==> src/sv/arsup_pkg.sv <==
// package: shared types and constants of the alert repeat suppression table
package arsup_pkg;

    localparam int ENTRIES_DEFAULT = 64;
    localparam logic [31:0] WINDOW_RESET = 32'd60;
    localparam int PADDR_W = 3;

    typedef struct packed {
        logic [31:0] now_seconds;
        logic        is_ipv6;
        logic [63:0] address_high;
        logic [63:0] address_low;
    } item_t;

    typedef struct packed {
        logic seen_before;
        logic table_full;
    } result_t;

    typedef struct packed {
        logic        valid;
        logic        is_v6;
        logic [63:0] addr_high;
        logic [63:0] addr_low;
        logic [31:0] stamp;
    } entry_t;

    localparam int ENTRY_W = $bits(entry_t);

    typedef struct packed {
        logic expire;
        logic live;
        logic match;
    } check_t;

endpackage

==> src/sv/arsup_check.sv <==
// entry check: ageing and address match of one stored record
module arsup_check (
    input  arsup_pkg::entry_t entry,
    input  arsup_pkg::item_t  cur,
    input  logic [31:0]       window,
    output arsup_pkg::check_t check
);
    import arsup_pkg::*;

    logic [31:0] age;
    logic        expired;
    logic        same;

    always_comb
    begin
        age     = cur.now_seconds - entry.stamp;
        expired = (cur.now_seconds >= entry.stamp) && (age > window);
        same    = (entry.is_v6 == cur.is_ipv6)
                  && (entry.addr_high == cur.address_high)
                  && (entry.addr_low == cur.address_low);
        check.expire = entry.valid && expired;
        check.live   = entry.valid && !expired;
        check.match  = entry.valid && !expired && same;
    end

endmodule

==> config.mk <==
export PLATFORM = sky130hd
export DESIGN_NAME = arsup_check
export DESIGN_NICKNAME = d
export VERILOG_FILES = /design/src/sv/arsup_pkg.sv /design/src/sv/arsup_check.sv
export SDC_FILE = /design/constraint.sdc
export NUM_CORES = 1
export LEC_CHECK = 0
export BUFFER_PORTS_ARGS = -buffer_cell sky130_fd_sc_hd__buf_4
export CELL_PAD_IN_SITES_DETAIL_PLACEMENT = 1
export CELL_PAD_IN_SITES_GLOBAL_PLACEMENT = 2
export CORE_MARGIN = 2
export CORE_UTILIZATION = 17
export DETAILED_ROUTE_END_ITERATION = 6
export PLACE_DENSITY_LB_ADDON = 0.1
export SYNTH_ARGS = -nofsm -noshare
export SYNTH_HDL_FRONTEND = slang
export SYNTH_SLANG_ARGS = --single-unit
==> constraint.sdc <==
create_clock -name vclk -period 4.26
set_input_delay 0.639 -clock vclk [all_inputs]
set_output_delay 0.639 -clock vclk [all_outputs]
set_load 0.01 [all_outputs]
==> metrics.yaml <==
cp-endpoint: "check[0]"
hp-class: "input pin to output port"
synthAdderAreaFrac: 0.201
finalWirelength_um: 22700
core_area_um2: 23500
synth_mux_area_frac: 0
maxSlewHeadroom: 0.490
synth_xor_area_frac: 0.339
syn2layout_area_growth_pct: 99.2
p_leak_nw: 4.20
grt_max_degree: 9
worst_pin_slew_ns: 0.757
violations: "negative setup slack"
synth_area_leader_cell: "xor2_1"
synth_simple_gate_area_frac: 0.176
design_area_um2: 8130
period_share: 1.11
power_frac_comb: 1.000
final_util: 0.345
synthTopCellsByArea: "xor2_1 21%, ha_1 20%, xnor2_1 12%"
p_int_uw: 600
synth_top_area_share: 0.215
synth_top_family_by_area: "XOR/XNOR gates"
die_w_um: 159
io_pins: 358
synth_compound_area_frac: 0.210
ys_seq_area_frac: 0
fp-row-count: 56
multiInputGateArea_um2: 4080
die_h_um: 159
place_area_um2: 7780
syn_avg_cell_area_um2: 7.28
ctsHoldBuffers: 0
place_inst: 1314
setup_viol_count_final: 3
finalMaxSlewViolations: 0
nets: 1425
dpl.hpwl_um: 21200
p_seq_frac: 0
dr.pass1.iters: 4
rsz0062_at_grt: "true"
critPathKind: "input pin to output port"
maxCapViolCount: 0
crit_required_ns: 3.62
hold_depth: 4
synth.distinct_cells: 51
vias: 5551
syn_inst: 561
io_buffers: 358
pre_cts_slack_ns: -0.747
cp_max_fo: 3
p_per_area_nw_per_um2: 131
die-area_um2: 25300
setup_slack_ns: -0.466
gr-total-overflow: 0
regArea_um2: 0
nClkBuffers: 0
ant_nets: 0
drcViolationCount: 0
finalHoldViolCount: 0
status: "finished with violations"
syn-num-nets: 981
globalplace.congestion: 0.829
drive_gt1_frac: 0.497
yosysWarnings: 0
drt_iter0_drc: 117
cp-startpoint: "entry[1]"
fillers: 2949
grtUsageTotal: 0.174
fmax_mhz: 212
initial_utilization: 0.173
viasPerCell: 4.19
final_cell_count_no_fill: 1325
ir_drop_v: 0.0000377
period_needed_ns: 4.73
finalSetupTns_ns: -1.31
p_sw_uw: 463
worstPathArrival_ns: 4.09
syn_area_um2: 4080
design.seq.count: 0
p_sw_frac: 0.436
wl_per_cell_um: 17.2
grt_pass1_wl_um: 34600
grt_pass1_vias: 6007
clkPwrFrac: 0
cp-start-kind: "input pin"
antenna_found_initial: 3
crit_path_end_kind: "output port"
[through the flow]
| stage | power [mW] | hold slack [ns] |
|---|---|---|
| after floorplan | 0.483 | 1.38 |
| after global placement | 1.00 | 1.65 |
| after detailed placement | 1.00 | 1.65 |
| after CTS | 1.02 | 1.64 |
| after global routing | 1.19 | 1.65 |
| final | 1.06 | 1.63 |
[power by group through the flow]
stage                       Clock (mW)  Combinational, mW  Sequential (mW)
after CTS                            0               1.02                0
final                     0.0000000946               1.06                0
after detailed placement             0               1.00                0
after global routing      0.0000000944               1.19                0
after global placement               0               1.00                0
after floorplan                      0              0.483                0
[routing by layer]
layer,global-route usage,share of wire
met3,0.0229,0.044
met2,0.326,0.52
met4,0.0157,0.0069
met1,0.218,0.43
met5,0,0
[kinds of logic (layout without fill, tap and decap cells)]
logic type               Yosys count  after routing
XOR/XNOR                         158            158
other                              0              3
AND/OR/NAND/NOR                  131            131
AO/OA/AOI/OAI                    127            127
buffers and inverters             80            522
adder cells (fa/ha/maj)           65             65
[what timing repair did]
item,in CTS,in global routing
setup buffers,3,7
pin swaps,15,30
resized for setup,13,36
setup endpoints to repair,3,3
[worst max-delay path, cell delays in order]
cell and delay (ns):
buf_4 0.10, inv_1 0.04, ha_1 0.29, nand2b_1 0.10, a21oi_2 0.22, o2111ai_2 0.14, a31o_1 0.27, a311o_1 0.39
a31o_1 0.24, a311o_1 0.36, ha_4 0.29, nand3_2 0.10, nor3_4 0.15, nand2_2 0.10, nor3_2 0.21, a21oi_2 0.07
nand3_2 0.08, and3_4 0.18, buf_6 0.10
[worst min-delay path by stage]
stage,slack [ns],start,endpoint
floorplan,1.38,entry[161],check[1]
global placement,1.65,entry[161],check[2]
detailed placement,1.65,entry[161],check[2]
CTS,1.64,entry[161],check[2]
global route,1.65,entry[161],check[2]
finish,1.63,entry[161],check[2]
[cell type report]
type | count | share of cell area
timing repair buffer | 446 | 0.413
tap | 319 | 0.0491
antenna | 3 | 0.000923
inverter | 76 | 0.0354
multi-input combinational | 481 | 0.501
[synthesized netlist by cell type (all sizes together), types with 2 or more instances]
master and count:
xor2 100, inv 76, ha 64, xnor2 58
a21oi 47, nand4 28, nor4 25, nor2 23
a21o 22, o21ai 18, nand2 17, nand2b 8
nand3 7, nor3 6, a211oi 5, and3 5
a31oi 4, a221oi 3, a311o 3, a31o 3
buf 3, nor2b 3, o2111ai 3, o21a 3
o21bai 3, o31ai 3, or3 3, a21boi 2
a311oi 2, o211ai 2
[placed cells by master (no fill, tap or decap), types with 4 or more instances in the layout]
cell type  netlist  final
buf_4            0    443
xor2_1         100    100
inv_1           76     75
xnor2_1         58     58
ha_1            64     54
a21oi_1         45     39
nand4_1         28     28
nor4_1          25     25
nor2_1          23     22
a21o_1          22     22
nand2_1         17     15
o21ai_0         12      9
ha_4             0      8
nand2b_1         8      7
o21ai_1          5      5
a21oi_2          2      5
nor3_1           6      4
nand3_2          0      4
Power figures use the tool's default switching activity.
