[src/sv/arsup_ram.sv]
// generic single-port-write, registered-read memory
module arsup_ram #(
    parameter int WIDTH = 8,
    parameter int DEPTH = 64,
    localparam int AW = (DEPTH > 1) ? $clog2(DEPTH) : 1
) (
    input  logic             clk,
    input  logic             wr_en,
    input  logic [AW-1:0]    wr_addr,
    input  logic [WIDTH-1:0] wr_data,
    input  logic             rd_en,
    input  logic [AW-1:0]    rd_addr,
    output logic [WIDTH-1:0] rd_data
);

    logic [WIDTH-1:0] mem [DEPTH];
    logic [WIDTH-1:0] rd_data_reg;

    always_ff @(posedge clk)
    begin
        if (wr_en)
        begin
            mem[wr_addr] <= wr_data;
        end
        if (rd_en)
        begin
            rd_data_reg <= mem[rd_addr];
        end
    end

    assign rd_data = rd_data_reg;

endmodule

[config.mk]
export PLATFORM = sky130hd
export DESIGN_NAME = arsup_ram
export DESIGN_NICKNAME = d
export VERILOG_FILES = /design/src/sv/arsup_ram.sv
export SDC_FILE = /design/constraint.sdc
export NUM_CORES = 1
export LEC_CHECK = 0
export ABC_AREA = 1
export BUFFER_PORTS_ARGS = -buffer_cell sky130_fd_sc_hd__buf_4
export CAP_MARGIN = 40
export CORE_ASPECT_RATIO = 0.6
export CORE_UTILIZATION = 60
export DETAILED_ROUTE_END_ITERATION = 8
export PLACE_DENSITY_LB_ADDON = 0.3
export SKIP_CTS_REPAIR_TIMING = 1
export SYNTH_ARGS = -nofsm -noshare
export SYNTH_HDL_FRONTEND = slang
export SYNTH_SLANG_ARGS = --single-unit
[constraint.sdc]
create_clock -name clk -period 4 [get_ports clk]
set_clock_uncertainty 0.2 [all_clocks]
set_input_delay 0.4 -clock clk [delete_from_list [all_inputs] [get_ports clk]]
set_output_delay 0.4 -clock clk [all_outputs]
set_load 0.005 [all_outputs]
==> flow_summary.json <==
{
  "outcome": "finished clean",
  "worst_skew_pair.late_latency_ns": 0.56,
  "global_route_wire_length_before_repair_um": 77800,
  "route.detailed.wl_per_inst_um": 22.8,
  "gp_routability_congestion": 0.908,
  "core_um2": 35100,
  "floorplan.initialDensity": 0.611,
  "hold_slack_ns": 0.0564,
  "synth_top_area_frac": 0.729,
  "dr_total_vias": 14000,
  "cts_max_path_buffers": 3,
  "slew_headroom": 0.313,
  "synth_mux_area_frac": 0,
  "synth_top_area_cell": "sky130_fd_sc_hd__edfxtp_1",
  "grt_max_degree": 219,
  "layout.cells.most_common_list": "sky130_fd_sc_hd__nand2_1 (648), sky130_fd_sc_hd__edfxtp_1 (520), sky130_fd_sc_hd__nand3_1 (439)",
  "min-delay-path-class": "in -> reg",
  "grt_antenna_before_repair": 0,
  "total_die_area_um2": 36500,
  "p_per_area_nw_per_um2": 472,
  "power_leakage_nw": 8.20,
  "yosysUniqueCellTypes": 15,
  "grt_use_total": 0.290,
  "synth.ff_latch_count": 520,
  "multi_input_area_um2": 4950,
  "cap_violations": 0,
  "layout_commonest_cell": "sky130_fd_sc_hd__nand2_1",
  "power.ir.vdd_worst_mv": 0.467,
  "floorplan_die_height_um": 148,
  "final_max_slew_viol_count": 0,
  "worst-endpoint-required_ns": 4.10,
  "route.final.wire_length_um": 52200,
  "firstDrtPassIters": 6,
  "finalSetupTns_ns": 0,
  "critical_path_peak_fanout": 48,
  "post_synth_instance_area_um2": 21400,
  "ys_seq_area_frac": 0.729,
  "cts_root_buf": "sky130_fd_sc_hd__clkbuf_16",
  "diodes": 0,
  "synth_compound_gate_area_share": 0,
  "rsz0062_at_grt": "no",
  "final-seq-area_um2": 15600,
  "syn-num-nets": 1828,
  "timing.final.hold_violations": 0,
  "num_io_pins": 31,
  "final.period_utilization": 0.628,
  "largest_register_ff_count": 512,
  "setup_viol": 0,
  "crit_path_category": "in -> reg",
  "fp.dieW_um": 246,
  "synth_top_family_by_area": "simple AND/OR/NAND/NOR gates",
  "dpl.hpwl_um": 29000,
  "antenna_left": 0,
  "drc": 0,
  "viasPerCell": 6.11,
  "grt-ovfl-total": 0,
  "syn-mean-instance-area_um2": 11.9,
  "max_freq_mhz": 398,
  "synth_warn": 0,
  "fin_crit_ns": 2.51,
  "synth-adder-area-share": 0,
  "setup.worst_path.end_class": "flip-flop",
  "via_count_of_the_first_global_routing_pass": 12900,
  "layout_cells_sized_above_1": 0.0588,
  "cts_tree": "built",
  "clk_transition_reported_paths_ns": 0.06,
  "detail_route.iter0.violations": 1942,
  "synth_cells": 1805,
  "worst_pin_slew_ns": 1.03,
  "place.port_buffers": 30,
  "worstPathArrival_ns": 2.62,
  "finish.net_count": 1815,
  "htree_num_levels": 2,
  "critical_path.startpoint_type": "input port",
  "area.growth.synth_to_final_pct": 7.49,
  "cts_inserted_buffers": 45,
  "fp-row-count": 53,
  "yosys.area_share.simple": 0.231,
  "clock_sink_count": 520,
  "synthXorXnorAreaFrac": 0,
  "fillerInstances": 2505,
  "synthTopCellsByArea": "sky130_fd_sc_hd__edfxtp_1 (73%), sky130_fd_sc_hd__nand2_1 (11%), sky130_fd_sc_hd__nand3_1 (10%), sky130_fd_sc_hd__buf_6 (1.8%), sky130_fd_sc_hd__nor2_1 (0.98%)"
}
worst max-delay path: stages:
cell                      delay [ns]
sky130_fd_sc_hd__buf_4          0.49
sky130_fd_sc_hd__buf_4          0.65
sky130_fd_sc_hd__nand3_1        0.17
sky130_fd_sc_hd__nand3_1        0.15
sky130_fd_sc_hd__nand2_1        0.14
sky130_fd_sc_hd__nand2_1        0.10
sky130_fd_sc_hd__nand3_1        0.20
sky130_fd_sc_hd__nand3_1        0.19
sky130_fd_sc_hd__nand2_1        0.06
per-layer routing:
layer  GRT usage  wire [um]  vias up
met5           0          0        -
met4      0.0745       1190        0
met3      0.0821       6800      112
met2       0.408      22200      881
met1       0.447      22000     6669
li1            -          -     6316
metrics by stage:
step           utilization  power (mW)  cells  cell area, um2  setup WS [ns]
5_1_grt              0.656        11.1   2288           23000           1.41
4_1_cts              0.656        10.9   2287           23000           1.58
2_1_floorplan            -        6.59   1805           21400           1.63
3_3_place_gp         0.617        6.84   2209           21700          0.998
6_report             0.656        10.9   2288           23000           1.49
3_5_place_dp         0.618        6.86   2211           21700           1.01
cell type report:
| class | instances | share of cell area |
|---|---|---|
| clock inverter | 19 | 0.00674 |
| multi-input combinational | 1160 | 0.215 |
| sequential | 520 | 0.678 |
| tap | 467 | 0.0254 |
| inverter | 12 | 0.00228 |
| clock buffer | 57 | 0.0509 |
| timing repair buffer | 53 | 0.0217 |
worst paths after layout:
kind / from / depth (start not counted) / end / slack [ns]
min reg2reg: mem[14][5]$_DFFE_PP_ / 8 / rd_data[5]$_DFFE_PP_ / 0.74
max: rd_addr[1] / 9 / rd_data[3]$_DFFE_PP_ / 1.49
min: rd_addr[5] / 3 / rd_data[2]$_DFFE_PP_ / 0.06
max reg2reg: mem[21][2]$_DFFE_PP_ / 8 / rd_data[2]$_DFFE_PP_ / 2.13
cell usage after synthesis:
library cell and n:
sky130_fd_sc_hd__clkbuf_1 15, sky130_fd_sc_hd__nand4_1 9, sky130_fd_sc_hd__inv_2 1, sky130_fd_sc_hd__edfxtp_1 520, sky130_fd_sc_hd__inv_1 10, sky130_fd_sc_hd__inv_6 1
sky130_fd_sc_hd__buf_6 35, sky130_fd_sc_hd__nor2_1 56, sky130_fd_sc_hd__nor4_1 8, sky130_fd_sc_hd__buf_2 37, sky130_fd_sc_hd__nand3_1 439, sky130_fd_sc_hd__buf_8 2
sky130_fd_sc_hd__buf_1 10, sky130_fd_sc_hd__buf_4 14, sky130_fd_sc_hd__nand2_1 648
cell families after synthesis:
kind of cell | Yosys count
buffers and inverters | 125
flip-flops | 520
AND/OR/NAND/NOR | 1160
power by group:
group | internal [mW] | leakage, nW | switching, mW | total, mW
registers | 6.04 | 4.69 | 0.0138 | 6.06
logic | 0.173 | 2.87 | 0.533 | 0.706
clock network | 2.25 | 0.646 | 1.86 | 4.10
total | 8.46 | 8.20 | 2.40 | 10.9
(Power assumes the default switching activity.)
